$ cat config.mk
export PLATFORM = sky130hd
export DESIGN_NAME = cac_outq
export DESIGN_NICKNAME = d
export VERILOG_FILES = /design/src/rtl/cac_pkg.sv /design/src/rtl/cac_outq.sv
export SDC_FILE = /design/constraint.sdc
export NUM_CORES = 1
export LEC_CHECK = 0
export BUFFER_PORTS_ARGS = -buffer_cell sky130_fd_sc_hd__buf_2
export CORE_MARGIN = 4
export CORE_UTILIZATION = 55
export DETAILED_ROUTE_END_ITERATION = 10
export PLACE_DENSITY = 0.77
export SYNTH_ARGS = -nofsm -noshare
export SYNTH_HDL_FRONTEND = slang
export SYNTH_SLANG_ARGS = --single-unit
$ cat constraint.sdc
create_clock -name clk_i -period 2.8 [get_ports clk_i]
set_clock_uncertainty 0.15 [all_clocks]
set_input_delay 0.42 -clock clk_i [delete_from_list [all_inputs] [get_ports clk_i]]
set_output_delay 0.42 -clock clk_i [all_outputs]
set_load 0.05 [all_outputs]
$ cat src/rtl/cac_pkg.sv
`timescale 1ns / 1ps

package cac_pkg;

  localparam int MAX_VARS = 4096;
  localparam int MEM_DEPTH = 2 * MAX_VARS;
  localparam int ADDR_W = $clog2(MEM_DEPTH);

  localparam int NV_W = 13;
  localparam int VAR_W = 13;
  localparam int LIT_W = 15;
  localparam int CNT_W = 16;

  localparam int IN_TDATA_W = 32;
  localparam int OUT_TDATA_W = 24;
  localparam int OUT_FIELD_W = 2 + CNT_W;

  localparam int OQ_DEPTH = 4;
  localparam int OQ_PTR_W = $clog2(OQ_DEPTH);
  localparam int OQ_CNT_W = OQ_PTR_W + 1;

  typedef enum logic [1:0] {
    KIND_LOAD    = 2'd0,
    KIND_LITERAL = 2'd1,
    KIND_RESTART = 2'd2,
    KIND_NOP     = 2'd3
  } kind_e;

  typedef enum logic {
    CFG_TRANSITION_MODE = 1'b0,
    CFG_NUM_VARS        = 1'b1
  } cfg_idx_e;

  // One item after its memory lookup has been issued
  typedef struct packed {
    logic valid;
    logic restart;
    logic in_range;
    logic neg;
    logic last;
  } lookup_t;

  typedef struct packed {
    logic [CNT_W-1:0] clause_count;
    logic             all_satisfied;
    logic             clause_satisfied;
  } result_t;

  function automatic logic [ADDR_W-1:0] frame_addr(input logic frame,
                                                   input logic [LIT_W-1:0] var_idx);
    logic [ADDR_W-1:0] base;
    logic [LIT_W-1:0]  offs;
    base = frame ? ADDR_W'(MAX_VARS) : '0;
    offs = var_idx - LIT_W'(1);
    return base + ADDR_W'(offs);
  endfunction

endpackage

$ cat src/rtl/cac_outq.sv
`timescale 1ns / 1ps

module cac_outq (
  input  logic                         clk_i,
  input  logic                         rst_ni,
  input  logic                         push_i,
  input  cac_pkg::result_t             data_i,
  input  logic                         pop_i,
  output logic                         valid_o,
  output cac_pkg::result_t             data_o,
  output logic [cac_pkg::OQ_CNT_W-1:0] count_o
);

  cac_pkg::result_t                entry_q [cac_pkg::OQ_DEPTH];
  logic [cac_pkg::OQ_PTR_W-1:0]    wptr_q, wptr_d;
  logic [cac_pkg::OQ_PTR_W-1:0]    rptr_q, rptr_d;
  logic [cac_pkg::OQ_CNT_W-1:0]    count_q, count_d;
  logic                            do_pop;

  always_comb begin
    do_pop  = pop_i && (count_q != '0);
    wptr_d  = push_i ? wptr_q + cac_pkg::OQ_PTR_W'(1) : wptr_q;
    rptr_d  = do_pop ? rptr_q + cac_pkg::OQ_PTR_W'(1) : rptr_q;
    count_d = count_q + cac_pkg::OQ_CNT_W'(push_i) - cac_pkg::OQ_CNT_W'(do_pop);
  end

  always_ff @(posedge clk_i or negedge rst_ni) begin
    if (!rst_ni) begin
      wptr_q  <= '0;
      rptr_q  <= '0;
      count_q <= '0;
    end else begin
      wptr_q  <= wptr_d;
      rptr_q  <= rptr_d;
      count_q <= count_d;
    end
  end

  always_ff @(posedge clk_i) begin
    if (push_i) begin
      entry_q[wptr_q] <= data_i;
    end
  end

  assign valid_o = (count_q != '0);
  assign data_o  = entry_q[rptr_q];
  assign count_o = count_q;

endmodule

==> results by group <==
Status
  • Status: finished, final reports clean

Synth
  • Synth cell types: 17
  • Sequential share of the synthesized area: 78.0%
  • Leading area contributor after synthesis: edfxtp_1
  • YS warnings: 0
  • Most area-consuming cells after synthesis: edfxtp_1, mux4_2, dfrtp_1, ha_1, xnor2_1
  • Syn Inst Count: 128
  • Syn Nets: 157
  • Post-Syn Area: 0.00300 mm2
  • Mapped Avg Cell Area: 23.4 um2
  • Yosys top cell area share: 72.2%
  • #FFs+latches synth: 79

CTS
  • Clk pin slew, worst setup/hold paths: 0.08 ns
  • Clock Tree Root: clkbuf_8
  • Post_cts resized: 0
  • Post-CTS Setup Repair Bufs: 0
  • Htree depth: 3
  • Hold Buf Count CTS: 1
  • Clk Latency, worst-skew pair: 0.33 ns
  • Max clock buf depth: 2
  • Clk sink count: 79
  • CTS tree: built
  • CTS buffer count: 9

Worst setup path
  • Worst path arrival time: 1.88 ns
  • CP Data Required Time: 2.23 ns
  • Element type at the critical path start: flip-flop
  • Worst setup EP type: output pin
  • Max incr delay on CP: 0.56 ns
  • Reg2Reg Setup Slack: 0.54 ns
  • Crit path cell chain: buf_4 -> mux4_2 -> buf_2
  • Crit path max fanout: 18
  • Slowest cell on crit path: mux4_2
  • CP bufs+invs: 2
  • Crit path max-delay family: buffers and inverters
  • WS Path Type: reg -> out

STA
  • Worst-margin pin slew: 0.393 ns
  • Setup slack after layout: 0.354 ns
  • Peak Freq: 409 MHz
  • Setup Total Neg Slack: 0 ns
  • RSZ-0062 raised after global routing: no
  • Final hold vios: 0
  • Final worst path period share: 87.3%
  • Worst slew margin: 73.5%
  • Final setup fails: 0
  • Min cycle time layout: 2.45 ns
  • Hold WS: 0.150 ns
  • Final Max Tran Viols: 0

Placed design
  • Detailed-placement wirelength estimate: 3.31 mm
  • Placer Congestion: 0.705
  • I/O Buffers: 43
  • Dpl ws: 0.525 ns

Layout
  • Layout cells sized above 1: 42.1%
  • Commonest non-fill, non-tap cell in the layout: edfxtp_1
  • N_diodes: 0
  • Number of fill cells: 362
  • Most frequent cells in the layout: edfxtp_1, buf_2, mux4_2
  • Nets: 214
  • Area growth, synth to finish: 17.1%

GRT
  • GR Util All Layers: 16.9%
  • Largest net degree at the start of global routing: 19
  • Initial antenna violation count: 0
  • Vias in the first global route: 1,523
  • First-pass GRT wire length: 7.85 mm
  • GRT Residual Overflow: 0

Power
  • Sequential share of power: 39.8%
  • Internal power: 2.52 mW
  • Leakage: 1.27 nW
  • Switching share of power: 39.6%
  • Total power: 4.17 mW
  • Comb pwr share: 41.3%
  • Clock Power Share: 18.9%
  • Worst IR drop on VDD: 0.00112 V
  • Net switching power: 1.65 mW
  • Power Dens Cells: 1190 mW/mm2

Flow run
  • MaxCap Viol Count: 0

Detailed routing
  • Post-route ant nets: 0
  • WL/cell: 19.3 um
  • DR vias: 1,408
  • Drt initial violations: 74
  • Via density: 5.42
  • Drt drc: 0
  • First-pass DRT Iterations: 4
  • Routed WL: 5.01 mm

Die
  • Initial core utilization: 57.6%
  • # rows: 26
  • Die Area: 0.00669 mm2
  • I/O pins: 44
  • Die height: 81.8 um
  • Die width: 81.8 um
  • Core region area: 0.00520 mm2

Min path
  • HP Class: in -> reg
## stage by stage
stage	std cells	instance area (um2)	utilization, %
global placement	243	3310	63.6
CTS	260	3510	67.4
detailed placement	243	3310	63.6
floorplan	128	3000	-
global route	260	3510	67.4
finish	260	3510	67.4
## layout make-up
| cell class | instances | area, um2 | area share [%] |
|---|---|---|---|
| flip-flops and latches | 79 | 2340 | 66.6 |
| multi-input cells | 39 | 602 | 17.1 |
| repair buffers | 50 | 270 | 7.70 |
| clock buffers | 16 | 190 | 5.42 |
| well taps | 70 | 87.6 | 2.50 |
| inverters | 6 | 22.5 | 0.642 |
## synthesized netlist by cell type (all sizes together)
cell type and number:
and2 4, buf 4, dfrtp 7, edfxtp 72, fa 1, ha 6, inv 6, mux4 18
nand2 1, o21ai 1, o311ai 1, o31a 1, or3 1, xnor2 3, xor2 2
## flip-flops by register name, summed over array words and instances, names as in the netlist
register,count
entry_q,72
count_o,3
rptr_q,2
wptr_q,2
## cell families (layout without fill, tap and decap cells)
family,Yosys count,after routing,share of synthesized area (%)
DFF,79,79,78.0
and+or+nand+nor,6,6,1.17
AOI/OAI and AO/OA,3,3,0.752
adders and majority gates,7,7,3.17
xor gates and xnor gates,5,5,1.46
muxes,18,18,13.5
buffers and inverters,10,72,1.92
## power groups by stage
stage	logic, mW	clock network, mW	registers, mW
final	1.72	0.788	1.66
after global routing	1.83	0.858	1.69
after CTS	1.76	0.803	1.66
after detailed placement	1.75	0	1.69
after global placement	1.71	0	1.65
after floorplan	1.33	0	1.73
## path summary, 6_finish.rpt
kind                                            start                      end  depth (start not counted)
worst max-delay path            rptr_q[0]$_DFFE_PN0P_                data_o[1]                          3
worst min-delay path                        data_i[0]  entry_q[3][0]$_DFFE_PP_                          1
worst max register to register   count_o[1]$_DFF_PN0_     count_o[2]$_DFF_PN0_                          7
worst min register to register  rptr_q[1]$_DFFE_PN0P_    rptr_q[1]$_DFFE_PN0P_                          1
max in group asynchronous                      rst_ni    rptr_q[1]$_DFFE_PN0P_                          2
min in group asynchronous                      rst_ni     count_o[2]$_DFF_PN0_                          2
## layer usage
metal	track usage [%]	share of wire, %	vias to the layer above
met3	4.82	6.1	9
met2	28.8	55	45
li1	-	-	633
met1	19.9	37	721
met4	7.97	1.6	0
met5	0	0	-
Power figures use the tool's default switching activity.
