--- src/rtl/cac_pkg.sv ---
`timescale 1ns / 1ps

package cac_pkg;

  localparam int MAX_VARS = 4096;
  localparam int MEM_DEPTH = 2 * MAX_VARS;
  localparam int ADDR_W = $clog2(MEM_DEPTH);

  localparam int NV_W = 13;
  localparam int VAR_W = 13;
  localparam int LIT_W = 15;
  localparam int CNT_W = 16;

  localparam int IN_TDATA_W = 32;
  localparam int OUT_TDATA_W = 24;
  localparam int OUT_FIELD_W = 2 + CNT_W;

  localparam int OQ_DEPTH = 4;
  localparam int OQ_PTR_W = $clog2(OQ_DEPTH);
  localparam int OQ_CNT_W = OQ_PTR_W + 1;

  typedef enum logic [1:0] {
    KIND_LOAD    = 2'd0,
    KIND_LITERAL = 2'd1,
    KIND_RESTART = 2'd2,
    KIND_NOP     = 2'd3
  } kind_e;

  typedef enum logic {
    CFG_TRANSITION_MODE = 1'b0,
    CFG_NUM_VARS        = 1'b1
  } cfg_idx_e;

  // One item after its memory lookup has been issued
  typedef struct packed {
    logic valid;
    logic restart;
    logic in_range;
    logic neg;
    logic last;
  } lookup_t;

  typedef struct packed {
    logic [CNT_W-1:0] clause_count;
    logic             all_satisfied;
    logic             clause_satisfied;
  } result_t;

  function automatic logic [ADDR_W-1:0] frame_addr(input logic frame,
                                                   input logic [LIT_W-1:0] var_idx);
    logic [ADDR_W-1:0] base;
    logic [LIT_W-1:0]  offs;
    base = frame ? ADDR_W'(MAX_VARS) : '0;
    offs = var_idx - LIT_W'(1);
    return base + ADDR_W'(offs);
  endfunction

endpackage

--- src/rtl/cac_eval.sv ---
`timescale 1ns / 1ps

module cac_eval (
  input  logic              clk_i,
  input  logic              rst_ni,
  input  cac_pkg::lookup_t  stage_i,
  input  logic              bit_i,
  output logic              push_o,
  output cac_pkg::result_t  result_o
);

  logic                      clause_q, clause_d;
  logic                      all_q, all_d;
  logic [cac_pkg::CNT_W-1:0] count_q, count_d;
  logic                      lit_true;
  logic                      clause_now;

  always_comb begin
    lit_true   = stage_i.in_range && (stage_i.neg ? !bit_i : bit_i);
    clause_now = clause_q || lit_true;
    clause_d   = clause_q;
    all_d      = all_q;
    count_d    = count_q;
    push_o     = 1'b0;
    if (stage_i.valid) begin
      if (stage_i.restart) begin
        clause_d = 1'b0;
        all_d    = 1'b1;
        count_d  = '0;
      end else if (stage_i.last) begin
        clause_d = 1'b0;
        all_d    = all_q && clause_now;
        // saturate the clause count
        if (count_q != '1) begin
          count_d = count_q + cac_pkg::CNT_W'(1);
        end
        push_o = 1'b1;
      end else begin
        clause_d = clause_now;
      end
    end
    result_o.clause_satisfied = clause_now;
    result_o.all_satisfied    = all_d;
    result_o.clause_count     = count_d;
  end

  always_ff @(posedge clk_i or negedge rst_ni) begin
    if (!rst_ni) begin
      clause_q <= 1'b0;
      all_q    <= 1'b1;
      count_q  <= '0;
    end else begin
      clause_q <= clause_d;
      all_q    <= all_d;
      count_q  <= count_d;
    end
  end

endmodule

--- config.mk ---
export PLATFORM = sky130hd
export DESIGN_NAME = cac_eval
export DESIGN_NICKNAME = d
export VERILOG_FILES = /design/src/rtl/cac_pkg.sv /design/src/rtl/cac_eval.sv
export SDC_FILE = /design/constraint.sdc
export NUM_CORES = 1
export LEC_CHECK = 0
export BUFFER_PORTS_ARGS = -buffer_cell sky130_fd_sc_hd__buf_2
export CELL_PAD_IN_SITES_DETAIL_PLACEMENT = 1
export CELL_PAD_IN_SITES_GLOBAL_PLACEMENT = 2
export CORE_MARGIN = 5
export CORE_UTILIZATION = 31
export CTS_CLUSTER_DIAMETER = 100
export DETAILED_ROUTE_END_ITERATION = 12
export PLACE_DENSITY_LB_ADDON = 0.1
export SYNTH_ARGS = -nofsm -noshare
export SYNTH_HDL_FRONTEND = slang
export SYNTH_SLANG_ARGS = --single-unit
--- constraint.sdc ---
create_clock -name clk_i -period 2.2 [get_ports clk_i]
set_clock_uncertainty 0.2 [all_clocks]
set_input_delay 0.11 -clock clk_i [delete_from_list [all_inputs] [get_ports clk_i]]
set_output_delay 0.11 -clock clk_i [all_outputs]
set_load 0.1 [all_outputs]
==> metrics.md <==
| Metric | Value |
|---|---|
| Global-route wire length before repair | `7280 um` |
| Area share of the largest cell type after synthesis | `36.9%` |
| Flop and latch count out of synthesis | `18` |
| Vias after detailed routing | `1278` |
| Cell at the root of the clock tree | `sky130_fd_sc_hd__clkbuf_8` |
| Count of final setup violators | `14` |
| CTS H-tree depth | `1` |
| Synth Warn # | `0` |
| Synthesized netlist net count | `134` |
| Critical path capture point type | `output port` |
| Max Freq | `411 MHz` |
| Portion of total power attributed to combinational logic | `25.8%` |
| Critical Path Source Type | `flip-flop` |
| Max cap viols | `0` |
| Critical path class | `flip-flop to output port` |
| Die ar. | `5040 um2` |
| Library cell with the highest instance count after synthesis | `sky130_fd_sc_hd__dfrtp_1` |
| DRT antenna net count | `0` |
| Clk pwr share | `33.1%` |
| Critical-path cell with the highest stage delay | `sky130_fd_sc_hd__or4_4` |
| GRT Overall Usage | `17.8%` |
| Post-synthesis area per instance | `9.23 um2` |
| DR top layer | `met4` |
| Prevailing post-synth register cell | `sky130_fd_sc_hd__dfrtp_1` |
| Reg-to-reg startpoint | `count_q[0]` |
| Clock buffer count from CTS | `3` |
| DR WL/cell | `18.5 um` |
| Share of the clock period used by the worst path after layout | `110%` |
| Cells traversed along the worst timing path | `ha_4, nand4_4, nor4_4, buf_4, or4_4, a21oi_4, buf_12` |
| Worst supply voltage drop on vdd | `0.000265 V` |
| Via count of the first global-routing pass | `1462` |
| Cell types occupying the most area after synthesis | `sky130_fd_sc_hd__dfrtp_1 (37%), sky130_fd_sc_hd__a21oi_1 (5.6%), sky130_fd_sc_hd__nand3_1 (5.2%), sky130_fd_sc_hd__o31ai_1 (4.6%), sky130_fd_sc_hd__or4_1 (4.6%)` |
| Capture point of the worst reg-to-reg path | `count_q[4]` |
| Pins Over Slew Limit | `0` |
| Maximum root-to-sink buffer count | `2` |
| Final setup TNS | `-2120 ps` |
| Final instance area | `2190 um2` |
| IO Port Bufs | `26` |
| Switching component of the power | `0.283 mW` |
| FF-to-FF path depth | `8` |
| Endpoint of the worst setup timing path | `result_o[11]` |
| Wire length on met1 | `1840 um` |
| Number of nets in the final layout | `191` |
| CTS tree | `done` |
| Number of cells produced by synthesis | `125` |
| Mean number of vias per cell | `5.58` |
| Number of enable-type register cells in the synthesized netlist | `0` |
| Site Rows | `22` |
| Routed WL | `4230 um` |
| Final Worst Setup Slack | `-231 ps` |
| RD Place Congestion | `0.827` |
| Portion of the post-synthesis area used by sequential elements | `39.2%` |
| Sequential group share of total power | `41.1%` |
| Area grow syn2layout | `90.0%` |
| Peak fanout along the critical path | `4` |
| Final critical path time including I/O delays and setup | `2430 ps` |
| Share of final-layout standard cells stronger than drive strength 1 | `63.5%` |
| Number of clock sinks | `18` |
| Count of cell types in the netlist | `39` |
| Total power draw | `0.854 mW` |
| Number of antenna cells inserted | `0` |
| Internal portion of total power | `0.571 mW` |
| Num ports | `27` |
| Largest net degree at the start of global routing | `19` |
| Floorplan die width | `71 um` |
| Global-route congestion overflow total | `0` |
| Hold Fails Final Rpt | `0` |
| Data required time of the worst path | `1890 ps` |
| Antenna violations before repair | `0` |
| Clock latency on the worst-skew pair | `260 ps` |
| Clock-pin transition on the worst setup and hold timing paths | `80 ps` |
| Relative slew margins | `66.9%` |
| Crit path from | `count_q[0]` |
| Maximum single-stage delay on the critical path | `500 ps` |
| Die Span Y | `71 um` |
| Power per unit of standard cell area | `389 nW/um2` |
| Leakage power | `0.866 nW` |
| Detailed-router iteration count before antenna repair | `4` |
| Number of remaining DRC errors | `0` |
| DRT iter0 DRCs | `43` |
| Placed standard-cell area | `1900 um2` |
| Effective utilization at floorplan | `31.7%` |
| Detail Route met2 WL | `2270 um` |
| Largest area contributor in the netlist | `sky130_fd_sc_hd__dfrtp_1` |
| Std-Cell Core Area | `3630 um2` |
| Failing checks | `setup timing` |
| Worst-case register-to-register setup slack | `90 ps` |
| Syn Std Cell Area | `1150 um2` |
| Class of the worst hold path | `input pin to flip-flop` |
| Leading post-synthesis cells by instance count | `sky130_fd_sc_hd__dfrtp_1 (17), sky130_fd_sc_hd__a21oi_1 (13), sky130_fd_sc_hd__nand3_1 (12)` |
| Fraction of power spent switching nets | `33.1%` |
| RSZ-0062 raised after global routing | `yes` |
| Fraction of registers with async set or reset after synthesis | `100%` |
| Met3 Routed Length | `87 um` |
| Result of the run | `finished, violations left` |
| Detailed placement HPWL | `3050 um` |
| Data arrival time of the worst path | `2120 ps` |
| Tightest Pin Transition | `495 ps` |
-- worst max-delay path, delay by kind of cell, from the launching register on --
family,cells,cell delay [ps]
AND/OR/NAND/NOR,3,680
buffers and inverters,2,350
AO/OA/AOI/OAI,1,200
adder cells (fa/ha/maj),1,190
flip-flops,1,430
-- layer usage --
layer	GRT usage (%)	vias up
li1	-	610
met1	20.9	639
met2	33.5	25
met3	2.84	4
met4	3.97	0
met5	0	-
-- power by group through the flow --
stage                     Clock (mW)  Combinational, mW  Sequential (mW)
after floorplan                    0              0.144            0.356
after global placement             0              0.203            0.356
after detailed placement           0              0.207            0.357
after CTS                      0.292              0.219            0.351
after global routing           0.308              0.235            0.352
final                          0.283              0.220            0.351
-- worst min path at each step --
stage / startpoint / endpoint / slack, ps / cells after the start
after global placement: rst_ni / count_q[8] / -130 / 1
after global routing: stage_i[2] / clause_q / 70 / 3
after CTS: stage_i[2] / clause_q / 20 / 3
final: stage_i[2] / clause_q / 20 / 3
after detailed placement: rst_ni / count_q[8] / -120 / 1
after floorplan: rst_ni / clause_q / -390 / 0
-- placed cells by master, fill, tap and decap left out, types with 3 or more instances in the layout --
| cell | instances |
|---|---|
| sky130_fd_sc_hd__dfrtp_1 | 12 |
| sky130_fd_sc_hd__o31ai_1 | 5 |
| sky130_fd_sc_hd__dfrtp_2 | 5 |
| sky130_fd_sc_hd__nand4_1 | 4 |
| sky130_fd_sc_hd__buf_2 | 10 |
| sky130_fd_sc_hd__buf_12 | 17 |
| sky130_fd_sc_hd__buf_4 | 32 |
| sky130_fd_sc_hd__nor2_1 | 3 |
| sky130_fd_sc_hd__nand3_4 | 3 |
| sky130_fd_sc_hd__nand3_1 | 9 |
| sky130_fd_sc_hd__clkbuf_8 | 4 |
| sky130_fd_sc_hd__nand2_1 | 7 |
| sky130_fd_sc_hd__and2_1 | 3 |
| sky130_fd_sc_hd__or4_4 | 8 |
| sky130_fd_sc_hd__a21oi_4 | 12 |
| sky130_fd_sc_hd__and4_4 | 3 |
-- area by class of cell --
cell class,instances,area [um2]
sequential,18,458
clock buffer,4,55.1
timing repair buffer,60,641
inverter,2,7.51
multi-input combinational,97,971
fill,396,1440
tap,48,60.1
-- kinds of logic (layout without fill, tap and decap cells) --
| logic type | Yosys count | after routing | share of synthesized area, % |
|---|---|---|---|
| compound gates | 37 | 37 | 21.8 |
| xor+xnor | 1 | 1 | 0.759 |
| fa+ha+maj | 1 | 1 | 1.08 |
| buf+inv | 10 | 66 | 5.31 |
| flops | 18 | 18 | 39.2 |
| simple gates | 58 | 58 | 31.9 |
-- per-stage QoR --
| step | setup slack, ps | hold WS (ps) | std cells | util, % |
|---|---|---|---|---|
| after floorplan | -153 | -386 | 125 | - |
| after global placement | 62.4 | -131 | 208 | 52.3 |
| after detailed placement | -2.42 | -117 | 208 | 52.3 |
| after CTS | -226 | 16.9 | 227 | 59.7 |
| after global routing | -289 | 65.5 | 229 | 60.3 |
| final | -231 | 23.2 | 229 | 60.3 |
-- repair_timing --
item	in CTS	in global routing
endpoints found under the hold margin	18	0
setup endpoints to repair	16	16
gates cloned	0	0
hold buffers	1	0
buffers inserted	14	2
resized for setup	24	3
pin swaps	7	4
-- sequential cells by signal (all words and copies together), names as in the netlist --
name / cells
all_q: 1
clause_q: 1
count_q: 16
Power figures use the tool's default switching activity.
