$ cat config.mk
export PLATFORM = sky130hd
export DESIGN_NAME = cac_lookup
export DESIGN_NICKNAME = d
export VERILOG_FILES = /design/src/rtl/cac_pkg.sv /design/src/rtl/cac_lookup.sv
export SDC_FILE = /design/constraint.sdc
export NUM_CORES = 1
export LEC_CHECK = 0
export BUFFER_PORTS_ARGS = -buffer_cell sky130_fd_sc_hd__buf_2
export CAP_MARGIN = 20
export CORE_MARGIN = 3
export CORE_UTILIZATION = 50
export CTS_CLUSTER_SIZE = 20
export DETAILED_ROUTE_END_ITERATION = 8
export GPL_TIMING_DRIVEN = 1
export PLACE_DENSITY = 0.74
export SLEW_MARGIN = 15
export SYNTH_ARGS = -nofsm -noshare
export SYNTH_HDL_FRONTEND = slang
export SYNTH_SLANG_ARGS = --single-unit
$ cat constraint.sdc
create_clock -name clk_i -period 17.08 [get_ports clk_i]
set_clock_uncertainty 0.15 [all_clocks]
set_input_delay 1.708 -clock clk_i [delete_from_list [all_inputs] [get_ports clk_i]]
set_output_delay 1.708 -clock clk_i [all_outputs]
set_load 0.005 [all_outputs]
$ cat src/rtl/cac_pkg.sv
`timescale 1ns / 1ps

package cac_pkg;

  localparam int MAX_VARS = 4096;
  localparam int MEM_DEPTH = 2 * MAX_VARS;
  localparam int ADDR_W = $clog2(MEM_DEPTH);

  localparam int NV_W = 13;
  localparam int VAR_W = 13;
  localparam int LIT_W = 15;
  localparam int CNT_W = 16;

  localparam int IN_TDATA_W = 32;
  localparam int OUT_TDATA_W = 24;
  localparam int OUT_FIELD_W = 2 + CNT_W;

  localparam int OQ_DEPTH = 4;
  localparam int OQ_PTR_W = $clog2(OQ_DEPTH);
  localparam int OQ_CNT_W = OQ_PTR_W + 1;

  typedef enum logic [1:0] {
    KIND_LOAD    = 2'd0,
    KIND_LITERAL = 2'd1,
    KIND_RESTART = 2'd2,
    KIND_NOP     = 2'd3
  } kind_e;

  typedef enum logic {
    CFG_TRANSITION_MODE = 1'b0,
    CFG_NUM_VARS        = 1'b1
  } cfg_idx_e;

  // One item after its memory lookup has been issued
  typedef struct packed {
    logic valid;
    logic restart;
    logic in_range;
    logic neg;
    logic last;
  } lookup_t;

  typedef struct packed {
    logic [CNT_W-1:0] clause_count;
    logic             all_satisfied;
    logic             clause_satisfied;
  } result_t;

  function automatic logic [ADDR_W-1:0] frame_addr(input logic frame,
                                                   input logic [LIT_W-1:0] var_idx);
    logic [ADDR_W-1:0] base;
    logic [LIT_W-1:0]  offs;
    base = frame ? ADDR_W'(MAX_VARS) : '0;
    offs = var_idx - LIT_W'(1);
    return base + ADDR_W'(offs);
  endfunction

endpackage

$ cat src/rtl/cac_lookup.sv
`timescale 1ns / 1ps

module cac_lookup (
  input  logic                        clk_i,
  input  logic                        rst_ni,
  input  logic                        accept_i,
  input  logic [1:0]                  kind_i,
  input  logic                        frame_i,
  input  logic [cac_pkg::VAR_W-1:0]   variable_i,
  input  logic                        value_true_i,
  input  logic [cac_pkg::LIT_W-1:0]   literal_i,
  input  logic                        last_i,
  input  logic                        transition_mode_i,
  input  logic [cac_pkg::NV_W-1:0]    num_vars_i,
  output logic                        we_o,
  output logic [cac_pkg::ADDR_W-1:0]  waddr_o,
  output logic                        wdata_o,
  output logic                        re_o,
  output logic [cac_pkg::ADDR_W-1:0]  raddr_o,
  output cac_pkg::lookup_t            stage_o
);

  logic                       neg;
  logic [cac_pkg::LIT_W-1:0]  mag;
  logic [cac_pkg::LIT_W-1:0]  nv_ext;
  logic                       hi_frame;
  logic [cac_pkg::LIT_W-1:0]  idx;
  logic                       in_range;
  logic                       load_ok;
  logic                       is_lit;
  logic                       is_restart;
  cac_pkg::lookup_t           stage_d;
  cac_pkg::lookup_t           stage_q;

  always_comb begin
    neg      = literal_i[cac_pkg::LIT_W-1];
    mag      = neg ? (cac_pkg::LIT_W'(0) - literal_i) : literal_i;
    nv_ext   = cac_pkg::LIT_W'(num_vars_i);
    // Variables past the frame size go to frame 1 in transition mode
    hi_frame = transition_mode_i && (mag > nv_ext);
    idx      = hi_frame ? (mag - nv_ext) : mag;
    in_range = (idx != '0) && (idx <= nv_ext) && (32'(idx) <= cac_pkg::MAX_VARS);
    load_ok  = (variable_i != '0) && (32'(variable_i) <= cac_pkg::MAX_VARS);

    is_lit     = 1'b0;
    is_restart = 1'b0;
    case (kind_i)
      cac_pkg::KIND_LITERAL: is_lit = 1'b1;
      cac_pkg::KIND_RESTART: is_restart = 1'b1;
      default: ;
    endcase
  end

  assign we_o    = accept_i && (kind_i == cac_pkg::KIND_LOAD) && load_ok;
  assign waddr_o = cac_pkg::frame_addr(frame_i, cac_pkg::LIT_W'(variable_i));
  assign wdata_o = value_true_i;
  assign re_o    = accept_i && is_lit;
  assign raddr_o = cac_pkg::frame_addr(hi_frame, idx);

  always_comb begin
    stage_d          = '0;
    stage_d.valid    = accept_i && (is_lit || is_restart);
    stage_d.restart  = is_restart;
    stage_d.in_range = in_range;
    stage_d.neg      = neg;
    stage_d.last     = last_i;
  end

  always_ff @(posedge clk_i or negedge rst_ni) begin
    if (!rst_ni) begin
      stage_q <= '0;
    end else begin
      stage_q <= stage_d;
    end
  end

  assign stage_o = stage_q;

endmodule

==> reports/qor.txt, run 1 <==
Final GP Congestion: 0.893
Synthesized netlist cell count: 415
Logic pwr share: 0.881
Synth Flop Type: dfrtp_1
Tmin final: 8700 ps
CTS Root Cell: clkbuf_8
Via count: 3107
Total CTS buffers: 3
Synth Area per Inst: 7.25 um^2
Core Area: 5680 um^2
First-pass GRT wire length: 12900 um
Sequential fraction of the synthesis area: 0.0416
Worst Path Required: 15220 ps
Largest net degree at the start of global routing: 29
CP Data Arrival Time: 6840 ps
CTS Hold Bufs: 0
CTS Sinks: 5
Setup_tns: 0 ps
Tot GR Track Use: 0.213
Pre-Repair DR Iteration Count: 5
Final Hold Viols: 0
Layout fillers: 544
Endpoints failing setup: 0
Sw Pwr: 0.149 mW
Pwr/cell area: 84.7 nW/um^2
Fin cells: 565
Sw frac: 0.501
Hold crit path type: input port to asynchronous set/reset pin
Post-synth EDFFs: 0
Nets: 609
DRT antenna net count: 0
Via/cell ratio: 5.50
Vias in the first global route: 3038
Port bufs: 81
CTS H-Tree Depth: 1
RSZ-0062 raised after global routing: no
Startpoint Class: input port
Hpwl dp: 6550 um
Layout area overhead: 17.0%
Layout cells sized above 1: 0.199
# rows: 27
Crit path max fanout: 28
Die footprint: 6990 um^2
Mapped Nets: 530
Dpl cells: 561
Total gr overflow: 0
Status: completed
Synth Cell Area: 3010 um^2
Flop pwr share: 0.044
Ports: 84
Yosys cell types: 55
Initial antenna violation count: 0
Max Cap Viol: 0
Setup CP Type: input port to primary output
Internal power: 0.149 mW
Warnings from Yosys: 0
Final Slew Violations: 0
Clock Power Share: 0.075
Post-cts resize count: 0
Clock buffer depth: 2
Max FFs per register: 5
Drt total wl: 7570 um
Area of the multi-input gates: 2660 um^2
Clock-pin slew on the worst setup and hold paths: 40 ps
Die H: 83.6 um
Seq cells post-synth: 5
TritonCTS clock tree: done
Postcts setup bufs: 0
WHS: 1140 ps
Worst VDD drop: 0.0659 mV
Starting Density: 0.530
F_max: 115 MHz
CP Capture Type: primary output
Seq. cell area: 125 um^2
Fraction of synthesis flops using an asynchronous set or reset pin: 1.00
Period utilization: 0.509
Relative slew slack: 0.625
Drt wl/cell: 13.4 um
N_diodes: 0
Worst-margin pin slew: 560 ps
DRC Markers: 0
DR iter-0 viols: 111
Total power: 0.298 mW
Die width: 83.6 um
Lkg Pwr: 1.85 nW
## synthesized netlist by cell type (3+ instances only)
library cell | n | area [um^2]
nand3_1 | 3 | 15.0
nor4_1 | 4 | 25.0
fa_1 | 3 | 60.1
a21oi_1 | 32 | 160
xor2_1 | 12 | 105
clkbuf_1 | 6 | 22.5
xnor2_1 | 30 | 263
nor2_1 | 29 | 109
mux2_2 | 4 | 45.0
dfrtp_1 | 5 | 125
a2111oi_0 | 3 | 26.3
o41ai_1 | 3 | 26.3
and3_1 | 4 | 25.0
nor3_1 | 7 | 35.0
nand2b_1 | 7 | 43.8
o21a_1 | 11 | 82.6
nor2b_1 | 8 | 50.1
o211ai_1 | 3 | 22.5
o21ai_0 | 22 | 110
a21o_1 | 7 | 52.6
inv_1 | 53 | 199
o31ai_1 | 3 | 22.5
nand3b_1 | 3 | 22.5
ha_1 | 62 | 776
a211oi_1 | 4 | 30.0
nand2_1 | 42 | 158
mux2i_1 | 8 | 80.1
nand4_1 | 3 | 18.8
## routing by layer
metal  vias up  share of wire  global-route usage
met5         -              0                   0
met4         0         0.0078              0.0395
met3         7          0.059              0.0385
met2        70           0.47               0.383
met1      1417           0.46               0.266
li1       1613              -                   -
## power by group through the flow
stage | Clock, mW | Sequential, mW | Combinational (mW)
after floorplan | 0 | 0.0136 | 0.183
after global placement | 0 | 0.0134 | 0.259
after detailed placement | 0 | 0.0134 | 0.262
after CTS | 0.0229 | 0.0132 | 0.264
after global routing | 0.0242 | 0.0134 | 0.297
final | 0.0223 | 0.0132 | 0.263
## how the worst max path moves through the flow
stage / from / cells after the start / end / slack [ps]
2_1_floorplan: literal_i[8] / 22 / raddr_o[10] / 9130
3_3_place_gp: literal_i[8] / 22 / raddr_o[10] / 8550
3_5_place_dp: literal_i[4] / 23 / raddr_o[10] / 8430
4_1_cts: literal_i[4] / 23 / raddr_o[10] / 8390
5_1_grt: literal_i[4] / 23 / raddr_o[10] / 7780
6_report: literal_i[4] / 23 / raddr_o[10] / 8380
## cell type report
class / instances / share of cell area
Clock buffer: 4 / 0.0128
Inverter: 53 / 0.0565
Multi-Input combinational cell: 350 / 0.754
Sequential cell: 5 / 0.0355
Tap cell: 72 / 0.0256
Timing Repair Buffer: 81 / 0.115
## layout by cell type, fill, tap and decap left out, types with 5 or more instances in the layout
master    count
nor3_1        7
a21oi_1      32
ha_1         62
nand2_1      42
a21o_1        7
o21a_1       11
xor2_1       12
o21ai_0      22
xnor2_1      30
nor2_1       29
inv_1        53
dfrtp_1       5
mux2i_1       8
buf_2        81
nor2b_1       8
nand2b_1      7
## logic make-up after synthesis
logic type                 share of synthesized area
adders and majority gates                      0.281
and+or+nand+nor                                0.207
muxes                                         0.0416
DFF                                           0.0416
xor gates and xnor gates                       0.122
AOI/OAI and AO/OA                              0.231
buffers and inverters                         0.0761
## through the flow
step	util	area (um^2)	worst slack, ps
2_1_floorplan	-	3010	9130
3_3_place_gp	0.612	3480	8550
3_5_place_dp	0.612	3480	8430
4_1_cts	0.620	3520	8390
5_1_grt	0.620	3520	7780
6_report	0.620	3520	8380
## worst max-delay path, cell delays in order
cell      delay, ps
buf_2           130
nor4_4          360
nand2_1         200
o21ai_0         240
xor2_1          250
inv_1            80
ha_1            390
nand4_1         160
a21oi_1          50
o21a_1          120
o41ai_2         440
nand2_2         440
o21ai_0         560
inv_1           100
ha_1            240
a21oi_1         130
nor2_1           70
a211oi_1        190
a21bo_2         270
a211oi_2        290
nor3_1           80
a211o_1         220
buf_2           120
No activity file was read; power rests on OpenSTA's default activity.
==> run 2, diff against run 1 <==
Settings changed: CORE_UTILIZATION 50 to 49, PLACE_DENSITY 0.74 to 0.76.
Clock period 17.08 ns to 7 ns, I/O delays scaled along.
==> reports/qor.txt, run 2 (synthesis gave the netlist of run 1 again) <==
CP endpoint: raddr_o[10]
Relative slew slack: 0.671 (+0.0458)
Initial antenna violation count: 0 (unchanged)
CTS Sinks: 5 (unchanged)
RSZ-0062 raised after global routing: no
Final Slew Violations: 0 (unchanged)
Utilization after layout: 0.620 (about the same)
Ports: 84 (unchanged)
Tmin final: 6490 ps
CP Data Arrival Time: 5640 ps (-1200 ps)
Starting Density: 0.527 (-0.00314)
Seq. cell area: 125 um^2 (unchanged)
TritonCTS clock tree: done
Flop pwr share: 0.044 (about the same)
Total CTS buffers: 3 (unchanged)
Total gr overflow: 0 (unchanged)
CTS H-Tree Depth: 1 (unchanged)
Layout fillers: 512 (-5.9%)
Hold crit path type: input port to asynchronous set/reset pin
Die footprint: 7120 um^2 (+1.9%)
Startpoint Class: input port
Most frequent cells in the layout: 81 x buf_2, 62 x ha_1, 53 x inv_1
DRT antenna net count: 0 (unchanged)
Final GP Congestion: 0.905 (+1.4%)
Via count: 3092 (-0.48%)
Worst-margin pin slew: 488 ps (-72.0 ps)
CP Capture Type: primary output
N_diodes: 0 (unchanged)
Clock buffer depth: 2 (unchanged)
Port bufs: 81 (unchanged)
Clock Power Share: 0.073 (-0.002)
DR iter-0 viols: 95 (-14%)
Die width: 84.4 um (+0.94%)
Crit path depth: 23 (unchanged)
Critical Path, Cell by Cell: buf_2 > nor4_4 > nand2_1 > o21ai_0 > xor2_1 > inv_1 > ha_1 > nand4_1 > a21oi_1 > o21a_1 > o41ai_2 > nand2_2 > mux2i_2 > inv_1 > ha_1 > a21oi_1 > nor2_1 > a211oi_1 > a21bo_2 > a211oi_2 > nor3_1 > a211o_1 > buf_2
Logic pwr share: 0.883 (+0.002)
Vias in the first global route: 2908 (-4.3%)
Crit-path slowest cell: o41ai_2
Lkg Pwr: 1.86 nW (+0.50%)
Endpoints failing setup: 0 (unchanged)
Layout cells sized above 1: 0.204 (+0.00526)
Die H: 84.4 um (+0.94%)
Worst stage delay on the critical path: 480 ps (-80 ps)
Clock-pin slew on the worst setup and hold paths: 30 ps (about the same)
Nets: 611 (+0.33%)
# rows: 27 (unchanged)
Period utilization: 0.928
Worst Path Required: 6150 ps (-9070 ps)
Sw Pwr: 0.363 mW (+140%)
Internal power: 0.366 mW (+150%)
Hpwl dp: 6550 um (about the same)
Layout area overhead: 17.6%
Sw frac: 0.498 (-0.00250)
Pre-Repair DR Iteration Count: 4 (-1)
Max Cap Viol: 0 (unchanged)
Via/cell ratio: 5.45 (-0.83%)
Largest net degree at the start of global routing: 20 (-31%)
First-pass GRT wire length: 12800 um (-0.21%)
Most common cell after layout, fill and taps aside: buf_2
Tot GR Track Use: 0.209 (-0.00396)
Critical path buffers and inverters: 4 (unchanged)
Crit path from: literal_i[4]
Final Hold Viols: 0 (unchanged)
Pwr/cell area: 206 nW/um^2 (+140%)
Setup CP Type: input port to primary output
CTS Root Cell: clkbuf_8
Drt wl/cell: 13.3 um (-0.56%)
Max FFs per register: 5 (unchanged)
Status: completed
Drt total wl: 7550 um (-0.21%)
Area of the multi-input gates: 2660 um^2 (+0.14%)
Worst VDD drop: 0.187 mV (+180%)
Core Area: 5710 um^2 (+0.60%)
Post-cts resize count: 0 (unchanged)
F_max: 154 MHz
Crit path max fanout: 19 (-32%)
Setup_tns: 0 ps (unchanged)
DRC Markers: 0 (unchanged)
Critical path's top delay family: compound AO/OA/AOI/OAI gates
CTS Hold Bufs: 0 (unchanged)
Postcts setup bufs: 0 (unchanged)
run 2: cell types whose count changed in the layout (fill, tap and decap cells not counted), sizes merged:
cell  delta
buf      +2
run 2: power groups by stage:
| stage | Combinational, mW | Clock [mW] | Sequential, mW |
|---|---|---|---|
| 4_1_cts | 0.643 | 0.0551 | 0.0324 |
| 6_report | 0.643 | 0.0531 | 0.0324 |
| 3_3_place_gp | 0.627 | 0 | 0.0327 |
| 5_1_grt | 0.724 | 0.0581 | 0.0325 |
| 2_1_floorplan | 0.447 | 0 | 0.0333 |
| 3_5_place_dp | 0.637 | 0 | 0.0327 |
run 2: cell type report:
| cell class | count | area share |
|---|---|---|
| Multi-Input combinational cell | 350 | 0.752 |
| Timing Repair Buffer | 83 | 0.119 |
| Inverter | 53 | 0.0562 |
| Sequential cell | 5 | 0.0353 |
| Tap cell | 72 | 0.0255 |
| Clock buffer | 4 | 0.0127 |
run 2: worst min-delay path by stage:
stage	end	slack (ps)	cells after the start	start
after floorplan	stage_o[0]	250	0	rst_ni
after CTS	stage_o[2]	130	1	rst_ni
after detailed placement	stage_o[2]	370	1	rst_ni
after global routing	stage_o[3]	130	1	rst_ni
after global placement	stage_o[4]	360	1	rst_ni
final	stage_o[2]	130	1	rst_ni
run 2: stage by stage:
step                      cell area [um^2]  instances  hold slack (ps)  setup slack [ps]  power, mW
final                                 3540        567              135               506      0.729
after global routing                  3540        567              131              28.9      0.814
after CTS                             3540        567              132               463      0.730
after detailed placement              3490        563              367               506      0.670
after global placement                3490        563              365               616      0.660
after floorplan                       3010        415              254              1070      0.480
run 2: per-layer routing:
metal	track usage	share of wire
met4	0.0317	0.0038
met2	0.352	0.47
met5	0	0
met3	0.0216	0.045
met1	0.295	0.48
==> run 3, diff against run 2 <==
Settings changed: RECOVER_POWER set to 50.
==> reports/qor.txt, run 3 (synthesis gave the netlist of run 1 again) <==
Core Area: 5710 um^2 (unchanged)
Pre-Repair DR Iteration Count: 4 (unchanged)
Grt met1 use: 0.295 (unchanged)
CTS H-Tree Depth: 1 (unchanged)
Initial antenna violation count: 0 (unchanged)
Worst Path Required: 6150 ps (about the same)
CP Data Arrival Time: 5650 ps (about the same)
Total CTS buffers: 3 (unchanged)
Setup slack after layout: 495 ps (-10.9 ps)
RSZ-0062 raised after global routing: no
Die H: 84.4 um (unchanged)
First-pass GRT wire length: 12800 um (unchanged)
Worst-margin pin slew: 667 ps (+179 ps)
CP Capture Type: primary output
Clock buffer depth: 2 (unchanged)
DR iter-0 viols: 87 (-8.4%)
Clock-pin slew on the worst setup and hold paths: 30 ps (about the same)
Worst VDD drop: 0.187 mV (about the same)
Final Hold Viols: 0 (unchanged)
Crit path max fanout: 19 (unchanged)
Max Cap Viol: 0 (unchanged)
M3 GR Usage: 0.0216 (unchanged)
Total gr overflow: 0 (unchanged)
Die footprint: 7120 um^2 (unchanged)
CTS Sinks: 5 (unchanged)
Pwr/cell area: 206 nW/um^2 (+0.25%)
Layout cells sized above 1: 0.182 (-0.0222)
Dpl cells: 563 (unchanged)
Status: completed
Relative slew slack: 0.556 (-0.116)
Postcts setup bufs: 0 (unchanged)
Fin cells: 567 (unchanged)
Most common cell after layout, fill and taps aside: buf_2
Port bufs: 81 (unchanged)
Most frequent cells in the layout: 69 x buf_2, 62 x ha_1, 53 x inv_1
Hold crit path type: input port to asynchronous set/reset pin
Crit path from: literal_i[4]
Final GP Congestion: 0.905 (unchanged)
Die width: 84.4 um (unchanged)
Tot GR Track Use: 0.209 (unchanged)
Endpoints failing setup: 0 (unchanged)
DRC Markers: 0 (unchanged)
Lkg Pwr: 1.83 nW (-1.8%)
Grt met2 use: 0.352 (unchanged)
Setup CP Type: input port to primary output
Max FFs per register: 5 (unchanged)
F_max: 154 MHz (-0.17%)
Setup_tns: 0 ps (unchanged)
Via/cell ratio: 5.45 (unchanged)
Grt peak-use layer: met2
# rows: 27 (unchanged)
Drt wl/cell: 13.3 um (-0.19%)
Nets: 611 (unchanged)
Drt total wl: 7540 um (-0.19%)
Worst slack at placement: 506 ps (unchanged)
Final Slew Violations: 0 (unchanged)
Via count: 3092 (unchanged)
Tmin final: 6500 ps (+10.9 ps)
CTS Root Cell: clkbuf_8
N_diodes: 0 (unchanged)
Period utilization: 0.929 (+0.00156)
Vias in the first global route: 2908 (unchanged)
Largest net degree at the start of global routing: 20 (unchanged)
DRT antenna net count: 0 (unchanged)
Layout area overhead: 17.1%
Ports: 84 (unchanged)
Starting Density: 0.527 (unchanged)
TritonCTS clock tree: done
Startpoint Class: input port
Hpwl dp: 6550 um (unchanged)
==> run 3: worst max-delay path: stages <==
cell and delay (ps):
buf_2 130, nor4_4 360, nand2_1 200, o21ai_0 240
xor2_1 260, inv_1 90, ha_1 400, nand4_1 170
a21oi_1 50, o21a_1 120, o41ai_2 480, nand2_2 340
o21ai_0 470, inv_1 90, ha_1 340, nor2_1 70
a211oi_1 190, a21bo_2 270, a211oi_2 280, nor3_1 70
a211o_1 220, buf_2 120
==> run 3: final timing paths <==
path / endpoint / slack [ps] / depth (start not counted)
setup / recovery: raddr_o[10] / 500 / 22
hold / removal: stage_o[3] / 170 / 1
max in group asynchronous: stage_o[4] / 6330 / 1
min in group clk_i: stage_o[0] / 440 / 1
==> run 3: layer usage <==
layer | up-vias | routed length, um
met4 | 0 | 29
met5 | - | 0
met3 | 4 | 374
met2 | 75 | 3510
met1 | 1395 | 3620
li1 | 1618 | -
==> run 3: area by class of cell <==
cell class                      count  area [um^2]
Tap cell                           72         90.1
Clock buffer                        4         45.0
Fill cell                         517         2180
Sequential cell                     5          125
Timing Repair Buffer               83          407
Inverter                           53          199
Multi-Input combinational cell    350         2660
==> run 3: where the power goes <==
part	internal (mW)	leakage [nW]	switching, mW
Clock	0.0391	0.0228	0.0139
Combinational	0.294	1.74	0.349
Sequential	0.0318	0.0624	0.000613
==> run 3: what timing repair did <==
action / CTS / global route
gates resized for setup: 0 / 1
hold buffers: 0 / 0
setup endpoints to repair: 0 / 2
==> run 3: through the flow <==
step,util,hold WS (ps),power [mW],instance area [um^2]
floorplan,-,254,0.480,3010
global placement,0.611,365,0.660,3490
detailed placement,0.611,367,0.670,3490
CTS,0.619,132,0.730,3540
global route,0.618,181,0.813,3530
finish,0.618,169,0.728,3530
